--- config.mk ---
export PLATFORM = sky130hd
export DESIGN_NAME = input_capture_frequency_meter
export DESIGN_NICKNAME = d
export VERILOG_FILES = /design/src/rtl/core/icfm_pkg.sv /design/src/rtl/core/input_capture_frequency_meter.sv /design/src/rtl/core/icfm_div.sv /design/src/rtl/core/icfm_datapath.sv /design/src/rtl/core/icfm_ctrl.sv
export SDC_FILE = /design/constraint.sdc
export NUM_CORES = 1
export LEC_CHECK = 0
export BUFFER_PORTS_ARGS = -buffer_cell sky130_fd_sc_hd__buf_2
export CAP_MARGIN = 20
export CORE_ASPECT_RATIO = 1.5
export CORE_MARGIN = 4
export CORE_UTILIZATION = 55
export CTS_CLUSTER_DIAMETER = 150
export DETAILED_ROUTE_END_ITERATION = 12
export GPL_ROUTABILITY_DRIVEN = 0
export GPL_TIMING_DRIVEN = 0
export PLACE_DENSITY = 0.82
export SYNTH_ARGS = -nofsm -noshare
export SYNTH_HDL_FRONTEND = slang
export SYNTH_SLANG_ARGS = --single-unit
--- constraint.sdc ---
create_clock -name i_clk -period 3.9 [get_ports i_clk]
set_input_delay 1.17 -clock i_clk [delete_from_list [all_inputs] [get_ports i_clk]]
set_output_delay 1.17 -clock i_clk [all_outputs]
set_load 0.01 [all_outputs]
--- src/rtl/core/icfm_pkg.sv ---
// Shared types and constants of the input capture frequency meter.
// Holds the channel payload structs, the request and register codes and
// the command/status structs between controller and datapath.
package icfm_pkg;

    localparam int REQ_W     = 2;
    localparam int CAP_W     = 16;
    localparam int FREQ_W    = 27;
    localparam int TARGET_W  = 10;
    localparam int MS_W      = 16;
    localparam int SUM_W     = 37;
    localparam int CFG_W     = 27;
    localparam int CFG_IDX_W = 2;
    localparam int ROLL_W    = 2;

    // Request kinds
    localparam logic [REQ_W-1:0] REQ_CAPTURE  = 2'd0;
    localparam logic [REQ_W-1:0] REQ_ROLLOVER = 2'd1;
    localparam logic [REQ_W-1:0] REQ_TICK     = 2'd2;
    localparam logic [REQ_W-1:0] REQ_START    = 2'd3;

    // Configuration register indexes
    localparam logic [CFG_IDX_W-1:0] CFG_TIMER_HZ = 2'd0;
    localparam logic [CFG_IDX_W-1:0] CFG_TARGET   = 2'd1;
    localparam logic [CFG_IDX_W-1:0] CFG_TIMEOUT  = 2'd2;

    // Register reset values
    localparam logic [FREQ_W-1:0]   RST_TIMER_HZ = 27'd64000000;
    localparam logic [TARGET_W-1:0] RST_TARGET   = 10'd100;
    localparam logic [MS_W-1:0]     RST_TIMEOUT  = 16'd50;

    localparam logic [ROLL_W-1:0] ROLL_MAX = 2'd3;

    typedef struct packed {
        logic [REQ_W-1:0] req_type;
        logic [CAP_W-1:0] capture_value;
    } t_in;

    typedef struct packed {
        logic [FREQ_W-1:0] measured_freq;
        logic [FREQ_W-1:0] average_freq;
        logic              average_done;
        logic              timed_out;
    } t_out;

    typedef struct packed {
        logic latch;          // capture the accepted input item
        logic start_freq;     // start timer_clock / period division
        logic apply_capture;  // commit capture results
        logic start_avg;      // start sum / target division
        logic finish_avg;     // commit the mean into the result
        logic apply_event;    // commit rollover, tick or start
        logic load_out;       // move result into the output register
    } t_cmd;

    typedef struct packed {
        logic [REQ_W-1:0] req_type;
        logic             avg_hit;
        logic             div_done;
    } t_sts;

endpackage

--- src/rtl/core/input_capture_frequency_meter.sv ---
// Top level of the input capture frequency meter.
// Instantiates icfm_ctrl and icfm_datapath; uses icfm_pkg.
//
// Usage:
//   Input channel (i_in_valid / o_in_ready, payload i_in) carries one timer
//   event per transfer: capture edge with counter value, counter rollover,
//   millisecond tick or start-averaging request.
//   Output channel (o_out_valid / i_out_ready, payload o_out) returns exactly
//   one result per event: current frequency, mean, done and timeout flags.
//   Configuration: write i_cfg_data to register i_cfg_index while
//   i_cfg_wr_en is high (0 timer clock, 1 sample target, 2 timeout in ms);
//   unused indexes are dropped. Write only while no event is in flight.
// Sequencing:
//   One event is worked on at a time. Rollover, tick and start are decoded
//   and committed directly. A capture runs the 37-step serial divider
//   forming timer_clock / period; a capture that completes an averaging
//   run reuses the divider for sum / target.
// Reset: synchronous, active low; clears all measurement state and loads
//   the register defaults. No clearing pass is needed.
// Stall: the result sits in an output register, so the next event is taken
//   while it waits; a further result holds until the output is drained.
module input_capture_frequency_meter #(
    parameter int COUNTER_WIDTH = 16
) (
    input  logic                            i_clk,
    input  logic                            i_rst_n,
    input  logic                            i_cfg_wr_en,
    input  logic [icfm_pkg::CFG_IDX_W-1:0]  i_cfg_index,
    input  logic [icfm_pkg::CFG_W-1:0]      i_cfg_data,
    input  logic                            i_in_valid,
    output logic                            o_in_ready,
    input  icfm_pkg::t_in                   i_in,
    output logic                            o_out_valid,
    input  logic                            i_out_ready,
    output icfm_pkg::t_out                  o_out
);
    import icfm_pkg::*;

    t_cmd cmd;
    t_sts sts;

    // Sequence each event: decode, divide, commit, then push the result
    icfm_ctrl u_ctrl (
        .i_clk       (i_clk),
        .i_rst_n     (i_rst_n),
        .i_in_valid  (i_in_valid),
        .o_in_ready  (o_in_ready),
        .o_out_valid (o_out_valid),
        .i_out_ready (i_out_ready),
        .i_sts       (sts),
        .o_cmd       (cmd)
    );

    // Hold configuration, period/frequency state, accumulator and divider
    icfm_datapath #(
        .COUNTER_WIDTH(COUNTER_WIDTH)
    ) u_datapath (
        .i_clk       (i_clk),
        .i_rst_n     (i_rst_n),
        .i_cfg_wr_en (i_cfg_wr_en),
        .i_cfg_index (i_cfg_index),
        .i_cfg_data  (i_cfg_data),
        .i_in        (i_in),
        .i_cmd       (cmd),
        .o_sts       (sts),
        .o_out       (o_out)
    );

endmodule

--- src/rtl/core/icfm_div.sv ---
// Restoring serial divider, one quotient bit per cycle.
// Stand-alone; used by icfm_datapath for both frequency and mean.
module icfm_div #(
    parameter int NUM_W = 37,
    parameter int DEN_W = 17
) (
    input  logic             i_clk,
    input  logic             i_rst_n,
    input  logic             i_start,
    input  logic [NUM_W-1:0] i_num,
    input  logic [DEN_W-1:0] i_den,
    output logic [NUM_W-1:0] o_quo,
    output logic             o_done
);

    localparam int CNT_W = $clog2(NUM_W + 1);

    logic [DEN_W:0]   r_rem;
    logic [NUM_W-1:0] r_quo;
    logic [DEN_W-1:0] r_den;
    logic [CNT_W-1:0] r_cnt;
    logic             r_busy;
    logic             r_done;

    logic [DEN_W:0] shifted;
    logic           fits;

    assign shifted = {r_rem[DEN_W-1:0], r_quo[NUM_W-1]};
    assign fits    = (shifted >= {1'b0, r_den});

    always_ff @(posedge i_clk) begin
        if (!i_rst_n) begin
            r_busy <= 1'b0;
            r_done <= 1'b0;
            r_cnt  <= '0;
        end else begin
            r_done <= 1'b0;
            if (i_start) begin
                r_busy <= 1'b1;
                r_cnt  <= CNT_W'(NUM_W);
            end else if (r_busy) begin
                r_cnt <= r_cnt - CNT_W'(1);
                if (r_cnt == CNT_W'(1)) begin
                    r_busy <= 1'b0;
                    r_done <= 1'b1;
                end
            end
        end
    end

    always_ff @(posedge i_clk) begin
        if (i_start) begin
            r_rem <= '0;
            r_quo <= i_num;
            r_den <= i_den;
        end else if (r_busy) begin
            r_rem <= fits ? (shifted - {1'b0, r_den}) : shifted;
            r_quo <= {r_quo[NUM_W-2:0], fits};
        end
    end

    assign o_quo  = r_quo;
    assign o_done = r_done;

endmodule

--- src/rtl/core/icfm_datapath.sv ---
// Datapath of the frequency meter: configuration, measurement state,
// period formation, shared divider, result and output registers. Uses icfm_pkg, icfm_div.
module icfm_datapath #(
    parameter int COUNTER_WIDTH = 16
) (
    input  logic                            i_clk,
    input  logic                            i_rst_n,
    input  logic                            i_cfg_wr_en,
    input  logic [icfm_pkg::CFG_IDX_W-1:0]  i_cfg_index,
    input  logic [icfm_pkg::CFG_W-1:0]      i_cfg_data,
    input  icfm_pkg::t_in                   i_in,
    input  icfm_pkg::t_cmd                  i_cmd,
    output icfm_pkg::t_sts                  o_sts,
    output icfm_pkg::t_out                  o_out
);
    import icfm_pkg::*;

    localparam int PER_W  = COUNTER_WIDTH + 1;
    localparam int DEN_W  = (PER_W > TARGET_W) ? PER_W : TARGET_W;
    localparam int CAP_XW = (COUNTER_WIDTH > CAP_W) ? COUNTER_WIDTH : CAP_W;

    // Configuration
    logic [FREQ_W-1:0]   r_timer_hz;
    logic [TARGET_W-1:0] r_target;
    logic [MS_W-1:0]     r_timeout;

    // Measurement state
    logic [COUNTER_WIDTH-1:0] r_last;
    logic [FREQ_W-1:0]        r_freq;
    logic [ROLL_W-1:0]        r_roll;
    logic [TARGET_W-1:0]      r_count;
    logic [SUM_W-1:0]         r_sum;
    logic [MS_W-1:0]          r_elapsed;
    logic                     r_active;

    // Payload
    t_in  r_req;
    t_out r_res;
    t_out r_out;

    logic [CAP_XW-1:0]        cap_x;
    logic [COUNTER_WIDTH-1:0] cur;
    logic [PER_W-1:0]         period;
    logic [SUM_W-1:0]         div_num;
    logic [DEN_W-1:0]         div_den;
    logic [SUM_W-1:0]         div_quo;
    logic                     div_done;
    logic [FREQ_W-1:0]        freq_q;
    logic [TARGET_W-1:0]      n_count;
    logic [SUM_W-1:0]         n_sum;
    logic                     avg_hit;
    logic [ROLL_W-1:0]        n_roll;
    logic [MS_W-1:0]          n_elapsed;
    t_out                     ev_res;

    // Period: plain difference, or one full counter wrap added when the
    // new value does not exceed the last one.
    assign cap_x  = CAP_XW'(r_req.capture_value);
    assign cur    = cap_x[COUNTER_WIDTH-1:0];
    assign period = {(cur <= r_last), cur} - {1'b0, r_last};

    assign freq_q  = div_quo[FREQ_W-1:0];
    assign n_count = r_count + TARGET_W'(1);
    assign n_sum   = r_sum + SUM_W'(freq_q);
    assign avg_hit = r_active && (n_count == r_target);

    assign n_roll    = (r_roll == ROLL_MAX) ? r_roll : r_roll + ROLL_W'(1);
    assign n_elapsed = (r_elapsed == '1) ? r_elapsed : r_elapsed + MS_W'(1);

    assign div_num = i_cmd.start_avg ? n_sum : SUM_W'(r_timer_hz);
    assign div_den = i_cmd.start_avg ? DEN_W'(r_target) : DEN_W'(period);

    icfm_div #(
        .NUM_W(SUM_W),
        .DEN_W(DEN_W)
    ) u_div (
        .i_clk   (i_clk),
        .i_rst_n (i_rst_n),
        .i_start (i_cmd.start_freq | i_cmd.start_avg),
        .i_num   (div_num),
        .i_den   (div_den),
        .o_quo   (div_quo),
        .o_done  (div_done)
    );

    // Result of a rollover, tick or start
    always_comb begin
        ev_res = '0;
        ev_res.measured_freq = r_freq;
        case (r_req.req_type)
            REQ_ROLLOVER: begin
                if (n_roll > ROLL_W'(1)) begin
                    ev_res.measured_freq = '0;
                end
            end
            REQ_TICK: begin
                ev_res.timed_out = r_active && (n_elapsed >= r_timeout);
            end
            REQ_START: begin
                ev_res.average_done = (r_target == '0);
                ev_res.timed_out    = (r_target != '0) && (r_timeout == '0);
            end
            default: ;
        endcase
    end

    always_ff @(posedge i_clk) begin
        if (!i_rst_n) begin
            r_timer_hz <= RST_TIMER_HZ;
            r_target   <= RST_TARGET;
            r_timeout  <= RST_TIMEOUT;
            r_last     <= '0;
            r_freq     <= '0;
            r_roll     <= '0;
            r_count    <= '0;
            r_sum      <= '0;
            r_elapsed  <= '0;
            r_active   <= 1'b0;
        end else begin
            if (i_cfg_wr_en) begin
                case (i_cfg_index)
                    CFG_TIMER_HZ: r_timer_hz <= i_cfg_data[FREQ_W-1:0];
                    CFG_TARGET:   r_target   <= i_cfg_data[TARGET_W-1:0];
                    CFG_TIMEOUT:  r_timeout  <= i_cfg_data[MS_W-1:0];
                    default: ;
                endcase
            end
            if (i_cmd.apply_event) begin
                case (r_req.req_type)
                    REQ_ROLLOVER: begin
                        r_roll <= n_roll;
                        if (n_roll > ROLL_W'(1)) begin
                            r_freq <= '0;
                        end
                    end
                    REQ_TICK: begin
                        if (r_active) begin
                            r_elapsed <= n_elapsed;
                            if (n_elapsed >= r_timeout) begin
                                r_active <= 1'b0;
                            end
                        end
                    end
                    REQ_START: begin
                        r_count   <= '0;
                        r_sum     <= '0;
                        r_elapsed <= '0;
                        r_active  <= (r_target != '0) && (r_timeout != '0);
                    end
                    default: ;
                endcase
            end
            if (i_cmd.apply_capture) begin
                r_freq <= freq_q;
                r_last <= cur;
                r_roll <= '0;
                if (r_active) begin
                    r_count <= n_count;
                    r_sum   <= n_sum;
                    if (avg_hit) begin
                        r_active <= 1'b0;
                    end
                end
            end
        end
    end

    always_ff @(posedge i_clk) begin
        if (i_cmd.latch) begin
            r_req <= i_in;
        end
        if (i_cmd.apply_event) begin
            r_res <= ev_res;
        end else if (i_cmd.apply_capture) begin
            r_res <= '{measured_freq: freq_q, average_freq: '0,
                       average_done: 1'b0, timed_out: 1'b0};
        end else if (i_cmd.finish_avg) begin
            r_res.average_freq <= freq_q;
            r_res.average_done <= 1'b1;
        end
        if (i_cmd.load_out) begin
            r_out <= r_res;
        end
    end

    assign o_sts = '{req_type: r_req.req_type, avg_hit: avg_hit, div_done: div_done};
    assign o_out = r_out;

endmodule

--- src/rtl/core/icfm_ctrl.sv ---
// Controller of the frequency meter: input/output handshakes and the
// sequence of datapath commands for one event. Uses icfm_pkg.
module icfm_ctrl (
    input  logic           i_clk,
    input  logic           i_rst_n,
    input  logic           i_in_valid,
    output logic           o_in_ready,
    output logic           o_out_valid,
    input  logic           i_out_ready,
    input  icfm_pkg::t_sts i_sts,
    output icfm_pkg::t_cmd o_cmd
);
    import icfm_pkg::*;

    localparam logic [2:0] S_IDLE     = 3'd0;
    localparam logic [2:0] S_DECODE   = 3'd1;
    localparam logic [2:0] S_DIV_FREQ = 3'd2;
    localparam logic [2:0] S_DIV_AVG  = 3'd3;
    localparam logic [2:0] S_PUSH     = 3'd4;

    logic [2:0] r_state;
    logic [2:0] n_state;
    logic       r_out_valid;
    logic       n_out_valid;
    t_cmd       cmd;

    always_comb begin
        cmd     = '0;
        n_state = r_state;
        case (r_state)
            S_IDLE: begin
                if (i_in_valid) begin
                    cmd.latch = 1'b1;
                    n_state   = S_DECODE;
                end
            end
            S_DECODE: begin
                if (i_sts.req_type == REQ_CAPTURE) begin
                    cmd.start_freq = 1'b1;
                    n_state        = S_DIV_FREQ;
                end else begin
                    cmd.apply_event = 1'b1;
                    n_state         = S_PUSH;
                end
            end
            S_DIV_FREQ: begin
                if (i_sts.div_done) begin
                    cmd.apply_capture = 1'b1;
                    if (i_sts.avg_hit) begin
                        cmd.start_avg = 1'b1;
                        n_state       = S_DIV_AVG;
                    end else begin
                        n_state = S_PUSH;
                    end
                end
            end
            S_DIV_AVG: begin
                if (i_sts.div_done) begin
                    cmd.finish_avg = 1'b1;
                    n_state        = S_PUSH;
                end
            end
            S_PUSH: begin
                // Hold until the output register is free or being drained
                if (!r_out_valid || i_out_ready) begin
                    cmd.load_out = 1'b1;
                    n_state      = S_IDLE;
                end
            end
            default: begin
                n_state = S_IDLE;
            end
        endcase
    end

    assign n_out_valid = cmd.load_out ? 1'b1 : (i_out_ready ? 1'b0 : r_out_valid);

    always_ff @(posedge i_clk) begin
        if (!i_rst_n) begin
            r_state     <= S_IDLE;
            r_out_valid <= 1'b0;
        end else begin
            r_state     <= n_state;
            r_out_valid <= n_out_valid;
        end
    end

    assign o_in_ready  = (r_state == S_IDLE);
    assign o_out_valid = r_out_valid;
    assign o_cmd       = cmd;

endmodule
Yosys cells after proc, flatten, opt, wreduce, memory -nomap -nowiden:

Index checks and enable logic that the tools add are counted.

* bits in registers: 375
* output and inout bits: 58

* reduce and logical (&&, ||, !) cells: 28
* add/subtract/negate cells: 7
* bitwise gates (word level): 3
* mux-type cells: 63
* equality and inequality tests: 18
* $lt $le $gt $ge: 4

Operators with widths (number)
* 37-bit 2-to-1 mux: 7
* 27-bit 2-to-1 mux: 5
* 28-bit 2-to-1 mux: 2
* 56-bit 2-to-1 mux: 1
* 10-bit 2-to-1 mux: 5
* 37-bit by 27-bit adder with 37-bit output: 1
* 16-bit 2-to-1 mux: 2
* 16-bit case mux with 2 select lines: 1
* 1-bit 2-to-1 mux: 25
* 18-bit by 17-bit greater-or-equal comparator with 1-bit output: 1
* 3-bit 2-to-1 mux: 6
* 17-bit 2-to-1 mux: 1
* 17-bit by 16-bit subtractor with 17-bit output: 1
* 17-bit subtractor: 1
* 16-bit by 1-bit adder with 16-bit output (second input constant): 1
* 16-bit == test (second input constant): 1
* 16-bit greater-or-equal comparator: 1
* 16-bit less-or-equal comparator: 1
* 16-bit zero test: 1
* 16-bit nonzero test: 1
* 3-bit case mux with 5 select lines: 1
* 6-bit 2-to-1 mux: 2
* 10-bit by 1-bit adder with 10-bit output (second input constant): 1
* 10-bit == test: 1
* 29 further kinds: 53

Depth between registers and ports, before layout:

Gate-level depths: netlist of run 1.

* word-level depth: 10
* depth in mapped cells: 17

Modules after synthesis:

From an unflattened synthesis of run 1, not the netlist that was laid out.

* cell total of the unflattened synthesis: 1868
* area total of the unflattened synthesis: 18666.7 um^2

By module, submodules not included
* icfm_datapath: instances 1, cells an instance 1484, area an instance 14214.9 um^2
* icfm_div: instances 1, cells an instance 350, area an instance 4176.5 um^2
* icfm_ctrl: instances 1, cells an instance 34, area an instance 275.3 um^2

Least setup slack after synthesis of run 1:

No wires, ideal clock.

* path type: flip-flop to flip-flop
* start: register u_datapath.r_elapsed[3]
* end: register u_datapath.r_active
* arrival time: 3.274 ns
* data required time: 3.814 ns
* period minus slack after synthesis: 3.359 ns
* slack: 0.541 ns
* cell stages (with the launch flop): 17
* cell sequence: dfxtp_1 -> and3_1 -> and3_1 -> and4_1 -> nand4_2 -> and3_1 -> and2_1 -> xor2_1 -> ha_1 -> a21o_1 -> a2111oi_0 -> nand2_1 -> o221ai_1 -> a21o_1 -> nor2b_1 -> o21ai_0 -> a211oi_1

* word-level cells in the longest chain between the ends: 10
* elaborated cells between the ends (all ways): 11

Ends and longest elaborated chain
* start: declaration: RTL line icfm_datapath.sv:33 `logic [MS_W-1:0] r_elapsed;`
* start signal: assignment: RTL line icfm_datapath.sv:138 `r_elapsed <= n_elapsed;`
* 16-bit by 1-bit adder with 16-bit output / 16-bit == test (equally long branches): RTL line icfm_datapath.sv:68 `assign n_elapsed = (r_elapsed == '1) ? r_elapsed : r_elapsed + MS_W'(1);`
* 16-bit 2-to-1 mux (*): RTL line icfm_datapath.sv:68
* 16-bit greater-or-equal comparator (*): RTL line icfm_datapath.sv:139 `if (n_elapsed >= r_timeout) begin`
* 1-bit 2-to-1 mux (*): RTL line icfm_datapath.sv:139
* 1-bit 2-to-1 mux (*): RTL line icfm_datapath.sv:137 `if (r_active) begin`
* 1-bit case mux with 2 select lines (*): RTL line icfm_datapath.sv:129 `case (r_req.req_type)`
* 1-bit 2-to-1 mux (*): RTL line icfm_datapath.sv:128 `if (i_cmd.apply_event) begin`
* 1-bit 2-to-1 mux: RTL line icfm_datapath.sv:160 `if (avg_hit) begin`
* 1-bit 2-to-1 mux: RTL line icfm_datapath.sv:157 `if (r_active) begin`
* 1-bit 2-to-1 mux (*): RTL line icfm_datapath.sv:153 `if (i_cmd.apply_capture) begin`
* end signal: assignment: RTL line icfm_datapath.sv:148 `r_active <= (r_target != '0) && (r_timeout != '0);`
* end: declaration: RTL line icfm_datapath.sv:34 `logic r_active;`

Every way passes the cells marked *; elsewhere a longest branch is shown, timed or not.
A chain may end at the register's enable or synchronous reset.

Worst setup path after layout of run 1:

* start: register u_datapath.u_div.r_quo[0], in the netlist u_datapath.u_div.o_quo[0]
* end: register u_datapath.u_div.r_quo[36], in the netlist u_datapath.u_div.o_quo[36], data pin

* word-level cells in the longest chain between the ends: 3

Ends and longest elaborated chain
* start: declaration: RTL line icfm_div.sv:19 `logic [NUM_W-1:0] r_quo;`
* start signal: assignment: RTL line icfm_div.sv:54 `r_quo <= i_num;`
* start signal: assignment: RTL line icfm_div.sv:58 `r_quo <= {r_quo[NUM_W-2:0], fits};`
* 37-bit by 27-bit adder with 37-bit output: RTL line icfm_datapath.sv:64 `assign n_sum = r_sum + SUM_W'(freq_q);`
* 37-bit 2-to-1 mux: RTL line icfm_datapath.sv:70 `assign div_num = i_cmd.start_avg ? n_sum : SUM_W'(r_timer_hz);`
* 37-bit 2-to-1 mux: RTL line icfm_div.sv:52 `if (i_start) begin`

No other way between the ends.

==> results of run 1 <==
logic make-up (layout without fill, tap and decap cells):
| family | after synthesis | count (layout) | share of synthesized area (%) |
|---|---|---|---|
| adders and majority gates | 83 | 83 | 5.91 |
| AOI/OAI and AO/OA | 512 | 512 | 17.5 |
| and+or+nand+nor | 664 | 664 | 16.8 |
| DFF | 375 | 375 | 50.6 |
| buffers and inverters | 168 | 351 | 3.76 |
| muxes | 28 | 28 | 1.65 |
| xor gates and xnor gates | 78 | 78 | 3.80 |
flip-flops by register name, summed over array words and instances (netlist names), 17 cells and up:
signal and count:
u_datapath.o_out 56, u_datapath.r_res 56, u_datapath.r_sum 37, u_datapath.u_div.o_quo 37
u_datapath.r_freq 27, u_datapath.r_timer_hz 27, u_datapath.u_div.r_den 17, u_datapath.u_div.r_rem 17
what timing repair did:
action                                  CTS  global route
endpoints found under the setup margin    1             2
pin swaps                                 0             2
resized for setup                         2             8
setup buffers                             0             4
final timing paths:
check,to,slack (ps),cells past startpoint
hold / removal,u_datapath.o_out[43],420,0
setup reg to reg,u_datapath.u_div.o_quo[36],200,12
setup / recovery,u_datapath.u_div.o_quo[36],200,12
hold reg to reg,u_datapath.o_out[43],420,0
report_power, final:
part / switching [mW] / leakage, nW / internal [mW]
sequential: 0.159 / 3.20 / 4.33
combinational: 1.00 / 4.03 / 0.669
clock: 1.55 / 0.548 / 1.87
routing by layer:
metal	vias up	wire length (um)	global-route usage, %
met4	0	2540	13.4
met5	-	0	0
met1	7045	16700	28.0
met3	169	2950	3.74
met2	627	23400	45.2
li1	7101	-	-
area by class of cell:
class                      instances  area (um2)
buffer                            94         399
clock buffer                      51         987
clock inverter                    15         145
fill                            2562       11800
inverter                          74         278
multi-input combinational       1365        8240
sequential                       375        9080
tap                              410         513
timing repair buffer             117         639
synth_stat cells, types with 4 or more instances:
master / count / area, um2
nand2_1: 322 / 1210
clkbuf_2: 4 / 20.0
clkbuf_1: 68 / 255
edfxtp_1: 157 / 4710
o211ai_1: 13 / 97.6
and2_1: 14 / 87.6
a21o_1: 26 / 195
nor3_1: 23 / 115
mux2i_1: 18 / 180
nor3b_1: 6 / 45.0
buf_2: 11 / 55.1
and3_1: 23 / 144
nand3b_1: 6 / 45.0
xnor2_1: 44 / 385
a22o_1: 33 / 289
nand3_1: 45 / 225
or3_1: 6 / 37.5
a211oi_1: 14 / 105
dfxtp_1: 218 / 4360
nor4_1: 8 / 50.1
nand4_1: 16 / 100
ha_1: 80 / 1000
mux2_2: 9 / 101
o21ai_0: 112 / 561
o21a_1: 8 / 60.1
o31ai_1: 10 / 75.1
xor2_1: 34 / 298
a21oi_1: 195 / 976
nand2b_1: 17 / 106
o22ai_1: 4 / 25.0
and4_1: 5 / 43.8
o21ai_1: 10 / 50.1
a31oi_1: 10 / 62.6
nor2b_1: 16 / 100
nor2_1: 135 / 507
buf_1: 7 / 26.3
inv_1: 73 / 274
a22oi_1: 45 / 338
==> out/summary.txt, run 1 <==
FP Rows: 80
Crit path required time: 4240 ps
Iteration-0 DRC Markers: 1,284
DP Wirelength: 33,900 um
clk buf depth: 3
RSZ-0062 raised after global routing: false
status: complete, no violations
die width: 156 um
Mapped Area: 18,000 um2
Setup-failing EPs final: 0
most common cell after layout, fill and taps aside: nand2_1
All-Layer GR Usage: 25.0%
Crit. End Element: register
remaining antenna violation count after routing: 0
min Tclk post-route: 3700 ps
CTS root buf: clkbuf_16
Yosys cell types: 80
Vias/cell: 5.97
async set-reset flop share out of synthesis: 0%
Slew Limit Fails: 0
hold buffers post-CTS: 0
max_slew headroom: 36.2%
placed cell count: 2,430
Initial DRT Pass Iterations: 6
largest net degree at the start of global routing: 49
max-cap viol count: 0
vias in the first global route: 14,500
TritonCTS clock tree: done
EDFF count, synth: 157
Lkg Pwr: 7.78 nW
most frequent cells in the layout: 321 x nand2_1, 216 x dfxtp_1, 195 x a21oi_1
Final Cell Area: 20,300 um2
worst path cell trace: ha_1, inv_1, fa_1, nand2b_1, a211oi_1, nor2_1, o21ai_2, a221oi_4, o21ai_4, nand3_1, xor2_1, o21ai_1
CP delay by family, top: compound AO/OA/AOI/OAI gates
Buffers & Inverters on Critical Path: 1
Worst-Skew Late Latency: 550 ps
syn avg cell area: 9.41 um2
H-tree depth: 2
Die H: 229 um
synth warn: 0
Synth Register Bits: 375
setup TNS: 0 ps
Max rail drop VDD: 0.508 mV
cts bufs inserted: 36
DRC errors left: 0
CTS Sinks: 375
placed instance area: 19,100 um2
Util after Layout: 63.3%
Initial Util: 56.1%
layout cells sized above 1: 11.0%
final setup margin: 199 ps
Worst Clk Skew: 20.6 ps
area grow syn2layout: 12.9%
cell count after synthesis: 1,908
GR Overflow Total: 0
maximum clock rate: 0.270 GHz
PD cells: 472 nW/um2
Hold WC Path Type: reg2reg
antenna violations before repair: 0
PortBufs: 109
Crit. Startpoint: u_datapath.u_div.o_quo[0]
critical path class: reg2reg
reg2reg start: u_datapath.u_div.o_quo[0]
total wire length: 45,600 um
DIE AREA: 35,700 um2
Critical Path AT: 4040 ps
Final Non-Filler Cells: 2,501
Top FF cell, synth: dfxtp_1
Final Hold Vio Count: 0
ant diodes: 0
Worst path slowest cell: a211oi_1
DR vias: 14,900
Core Region: 32,000 um2
CP Max Fanout: 9
nets: 2,198
Hold Crit Start: u_datapath.r_res[43]
I/O pins: 110
register area share after synthesis: 50.6%
clock slew at reported path FFs: 70 ps
CP Launch Type: register
global-route wire length before repair: 72,900 um
wire per inst: 18.2 um
slowest stage delay, CP: 520 ps
pre-CTS WS: -64.5 ps
Worst-Margin Slew: 950 ps
final period utilization: 94.9%
syn_nets: 2,043
Hold Slack: 416 ps
Final Power: 9.58 mW
Note: power is estimated with default switching activity, not from simulation.
==> inputs of run 2 (changes only) <==
Settings changed: CORE_ASPECT_RATIO 1.5 to unset.
==> out/summary.txt, run 2 (same netlist as run 1, synthesis figures left out) <==
min Tclk post-route: 3630 ps (-72.2 ps)
largest net degree at the start of global routing: 48 (-2.0%)
layout cells sized above 1: 11.0% (+0.085 points)
remaining antenna violation count after routing: 0 (unchanged)
CTS Sinks: 375 (unchanged)
DP Wirelength: 32,200 um (-5.2%)
setup TNS: 0 ps (unchanged)
DIE AREA: 35,600 um2 (-0.17%)
slowest stage delay, CP: 380 ps (-140 ps)
Critical Path AT: 3840 ps (-200 ps)
Vias/cell: 5.88 (-1.6%)
GR peak layer: met2
Util after Layout: 64.0% (+0.66 points)
Final Power: 9.79 mW (+2.2%)
nets: 2,196 (-0.091%)
Lkg Pwr: 7.80 nW (+0.33%)
clock slew at reported path FFs: 60 ps (about the same)
met1 GRT Util: 32.5% (+4.5 points)
GRT met3 Usage: 4.45% (+0.71 points)
CP delay by family, top: simple AND/OR/NAND/NOR gates
CP Launch Type: register
Hold WC Path Type: reg2reg
Setup-failing EPs final: 0 (unchanged)
PD cells: 480 nW/um2 (+1.6%)
Max rail drop VDD: 0.293 mV (-42%)
critical path class: reg2reg
Worst-Skew Late Latency: 550 ps (about the same)
Hold Crit Start: u_datapath.r_res[49]
Die H: 189 um (-18%)
Worst path slowest cell: dfxtp_2
hold buffers post-CTS: 0 (unchanged)
Final Cell Area: 20,400 um2 (+0.56%)
Hold Slack: 416 ps (-0.257 ps)
wire per inst: 17.4 um (-4.3%)
status: complete, no violations
area grow syn2layout: 13.6%
CTS root buf: clkbuf_16
placed instance area: 19,100 um2 (about the same)
post-CTS setup buffer count: 0 (unchanged)
Worst Clk Skew: 28.3 ps (+7.70 ps)
clk buf depth: 3 (unchanged)
DRC errors left: 0 (unchanged)
maximum clock rate: 0.276 GHz (+2.0%)
GR Overflow Total: 0 (unchanged)
total wire length: 44,100 um (-3.2%)
Buffers & Inverters on Critical Path: 0 (-1)
placed cell count: 2,454 (+0.99%)
global-route wire length before repair: 71,000 um (-2.6%)
PortBufs: 109 (unchanged)
max-cap viol count: 0 (unchanged)
post-CTS sizing: 1 (-1)
FP Rows: 65 (-19%)
DR vias: 14,900 (-0.52%)
most common cell after layout, fill and taps aside: nand2_1
Worst-Margin Slew: 1110 ps (+159 ps)
vias in the first global route: 14,100 (-2.4%)
CP Max Fanout: 9 (unchanged)
max_slew headroom: 25.5% (-11 points)
Crit. Startpoint: u_datapath.r_elapsed[3]
Initial Util: 56.3% (+0.26 points)
Crit. End Element: register
Core Region: 31,900 um2 (-0.47%)
most frequent cells in the layout: 321 x nand2_1, 216 x dfxtp_1, 195 x a21oi_1
ant diodes: 0 (unchanged)
Final Non-Filler Cells: 2,528 (+1.1%)
All-Layer GR Usage: 24.0% (-1.0 points)
Iteration-0 DRC Markers: 1,519 (+18%)
final period utilization: 93.0% (-1.9 points)
Crit path required time: 4110 ps (-130 ps)
I/O pins: 110 (unchanged)
die width: 189 um (+21%)
worst path cell trace: and3_1, and3_1, and4_4, nand4_4, and3_4, and2_1, xor2_1, ha_1, a21o_1, a2111oi_2, nand2_1, o221ai_2, a21o_1, o22ai_1
pre-CTS WS: -15.3 ps (+49.3 ps)
reg2reg start: u_datapath.r_elapsed[3]
Final Hold Vio Count: 0 (unchanged)
RSZ-0062 raised after global routing: false
met2 Usage GRT: 39.4% (-5.7 points)
H-tree depth: 2 (unchanged)
Initial DRT Pass Iterations: 8 (+2)
antenna violations before repair: 0 (unchanged)
final setup margin: 272 ps (+72.2 ps)
TritonCTS clock tree: done
Slew Limit Fails: 0 (unchanged)
cts bufs inserted: 40 (+11%)
[run 2: cell types whose count changed in the layout (fill, tap and decap cells not counted), sizes merged]
cell	before	now
buf	139	133
clkinv	6	14
clkinvlp	2	4
inv	80	78
[run 2: cell type report]
type	instances	area (um2)
buffer	94	399
clock buffer	51	1070
clock inverter	23	190
fill	2573	11500
inverter	74	278
multi-input combinational	1365	8240
sequential	375	9080
tap	435	544
timing repair buffer	111	586
[run 2: worst paths after layout]
kind / to / slack, ps / cells after the start
setup reg to reg: u_datapath.r_res[0] / 270 / 14
hold / removal: u_datapath.o_out[49] / 420 / 0
setup / recovery: u_datapath.r_res[0] / 270 / 14
hold reg to reg: u_datapath.o_out[49] / 420 / 0
[run 2: per-layer routing]
layer	vias up	wire length, um
li1	7109	-
met3	104	4280
met1	6958	18400
met4	0	1310
met2	694	20100
met5	-	0
[run 2: power by group]
part	switching, mW	internal (mW)
combinational	1.01	0.669
clock	1.57	2.04
sequential	0.164	4.33
==> inputs of run 3 (changes only) <==
Settings changed: BUFFER_PORTS_ARGS -buffer_cell sky130_fd_sc_hd__buf_2 to unset, DONT_BUFFER_PORTS set to 1, PLACE_DENSITY 0.82 to 0.79.
==> out/summary.txt, run 3 (same netlist as run 1, synthesis figures left out) <==
total wire length: 44,700 um (+1.4%)
H-tree depth: 2 (unchanged)
wire per inst: 18.5 um (+6.0%)
nets: 2,087 (-5.0%)
global-route wire length before repair: 71,900 um (+1.3%)
FP Rows: 65 (unchanged)
GR Overflow Total: 0 (unchanged)
CTS Sinks: 375 (unchanged)
PortBufs: 0 (-100%)
RR Endpoint: u_datapath.u_div.o_quo[21]
antenna violations before repair: 1 (+1)
area grow syn2layout: 10.9%
Critical Path AT: 3850 ps (about the same)
Buffers & Inverters on Critical Path: 2 (+2)
die width: 189 um (unchanged)
Hold WC Path Type: reg2reg
Final Non-Filler Cells: 2,419 (-4.3%)
clk buf depth: 3 (unchanged)
Worst-Margin Slew: 1030 ps (-79.6 ps)
placed cell count: 2,344 (-4.5%)
PD cells: 497 nW/um2 (+3.6%)
clock slew at reported path FFs: 60 ps (about the same)
TritonCTS clock tree: done
Initial Util: 56.3% (unchanged)
Initial DRT Pass Iterations: 6 (-2)
DR vias: 14,400 (-3.3%)
r2r setup slk: 200 ps (-70 ps)
Hold Slack: 414 ps (-1.85 ps)
All-Layer GR Usage: 24.5% (+0.46 points)
final period utilization: 94.8% (+1.8 points)
Max rail drop VDD: 0.302 mV (+3.0%)
vias in the first global route: 14,100 (-0.44%)
Die H: 189 um (unchanged)
Final Hold Vio Count: 0 (unchanged)
DP Wirelength: 32,600 um (+1.2%)
WHS Endpoint: u_datapath.o_out[47]
pre-CTS WS: -65.4 ps (-50.1 ps)
CP Launch Type: register
Worst-Skew Late Latency: 530 ps (-20 ps)
Crit path required time: 4050 ps (-60 ps)
Hold Crit Start: u_datapath.r_res[47]
Setup-failing EPs final: 0 (unchanged)
most frequent cells in the layout: 321 x nand2_1, 215 x dfxtp_1, 195 x a21oi_1
largest net degree at the start of global routing: 46 (-4.2%)
worst path cell trace: ha_1, and2_1, nand2_1, o31ai_1, nand3_1, nor4_4, nor2_2, buf_6, buf_6, nand2_2
most common cell after layout, fill and taps aside: nand2_1
slowest stage delay, CP: 700 ps (+320 ps)
Iteration-0 DRC Markers: 1,467 (-3.4%)
status: complete, no violations
remaining antenna violation count after routing: 0 (unchanged)
maximum clock rate: 0.270 GHz (-1.9%)
DIE AREA: 35,600 um2 (unchanged)
RSZ-0062 raised after global routing: false
min Tclk post-route: 3700 ps (+69.6 ps)
Core Region: 31,900 um2 (unchanged)
reg2reg start: u_datapath.r_count[0]
CP delay by family, top: simple AND/OR/NAND/NOR gates
DRC errors left: 0 (unchanged)
most used cell, CP: buf_6
Slew Limit Fails: 0 (unchanged)
I/O pins: 110 (unchanged)
final setup margin: 202 ps (-69.6 ps)
critical path class: reg2reg
Worst Clk Skew: 14.2 ps (-14.0 ps)
CTS root buf: clkbuf_16
Worst path slowest cell: nand2_2
max-cap viol count: 0 (unchanged)
Vias/cell: 5.94 (+1.0%)
layout cells sized above 1: 6.45% (-4.6 points)
reg2reg path depth: 10 (-4)
Final Power: 9.90 mW (+1.2%)
Min-Delay Path Depth: 0 (unchanged)
cts bufs inserted: 39 (-2.5%)
Crit. End Element: register
CP Max Fanout: 37 (+28)
Lkg Pwr: 7.43 nW (-4.8%)
max_slew headroom: 30.8% (+5.3 points)
run 3: worst register-to-register path, cell delays in order (launching register included):
cell and delay, ps:
dfxtp_1 440, ha_1 310, and2_1 210, nand2_1 90
o31ai_1 460, nand3_1 220, nor4_4 380, nor2_2 130
buf_6 210, buf_6 160, nand2_2 700
run 3: worst max-delay path by stage:
| stage | start | to | slack [ps] | cells after the start |
|---|---|---|---|---|
| 6_report | u_datapath.r_count[0] | u_datapath.u_div.o_quo[21] | 200 | 10 |
| 2_1_floorplan | u_datapath.r_elapsed[3] | u_datapath.r_active | 540 | 16 |
| 5_1_grt | u_datapath.r_count[0] | u_datapath.u_div.o_quo[6] | 10 | 11 |
| 3_5_place_dp | u_datapath.r_elapsed[3] | u_datapath.r_active | -70 | 16 |
| 3_3_place_gp | u_datapath.r_count[0] | u_datapath.u_div.o_quo[24] | -190 | 11 |
| 4_1_cts | u_datapath.r_elapsed[3] | u_datapath.r_active | 20 | 16 |
run 3: area by class of cell:
cell class              count  area [um2]
inverters                  74         278
clock inverters            16         178
diodes                      1        2.50
clock buffers              56        1150
fillers                  2640       12000
multi-input cells        1365        8250
plain buffers              94         399
well taps                 435         544
flip-flops and latches    375        9080
repair buffers              3        32.5
run 3: through the flow:
stage / instance area [um2] / TNS, ps / util [%]
after detailed placement: 18500 / -76.9 / 58.1
after floorplan: 18000 / 0 / -
after CTS: 19900 / 0 / 62.3
final: 19900 / 0 / 62.5
after global placement: 18500 / -6840 / 58.0
after global routing: 19900 / 0 / 62.5
run 3: where the power goes:
group,switching [mW],internal (mW),total [mW]
logic,0.957,0.635,1.59
registers,0.171,4.33,4.50
clock network,1.53,2.27,3.81
run 3: layer usage:
| layer | vias up | share of wire [%] | global-route usage (%) |
|---|---|---|---|
| met2 | 639 | 46 | 39.4 |
| li1 | 6879 | - | - |
| met3 | 100 | 8.6 | 5.19 |
| met5 | - | 0.045 | 0 |
| met1 | 6752 | 43 | 33.1 |
| met4 | 2 | 3.0 | 8.44 |
run 3: timing repair:
action                     4_1_cts  5_1_grt
hold endpoints to repair         0        0
gates resized for setup          3        8
gates cloned                     0        0
setup buffers                    0        1
hold buffers                     0        0
pin swaps                        0        1
setup endpoints to repair        2        2
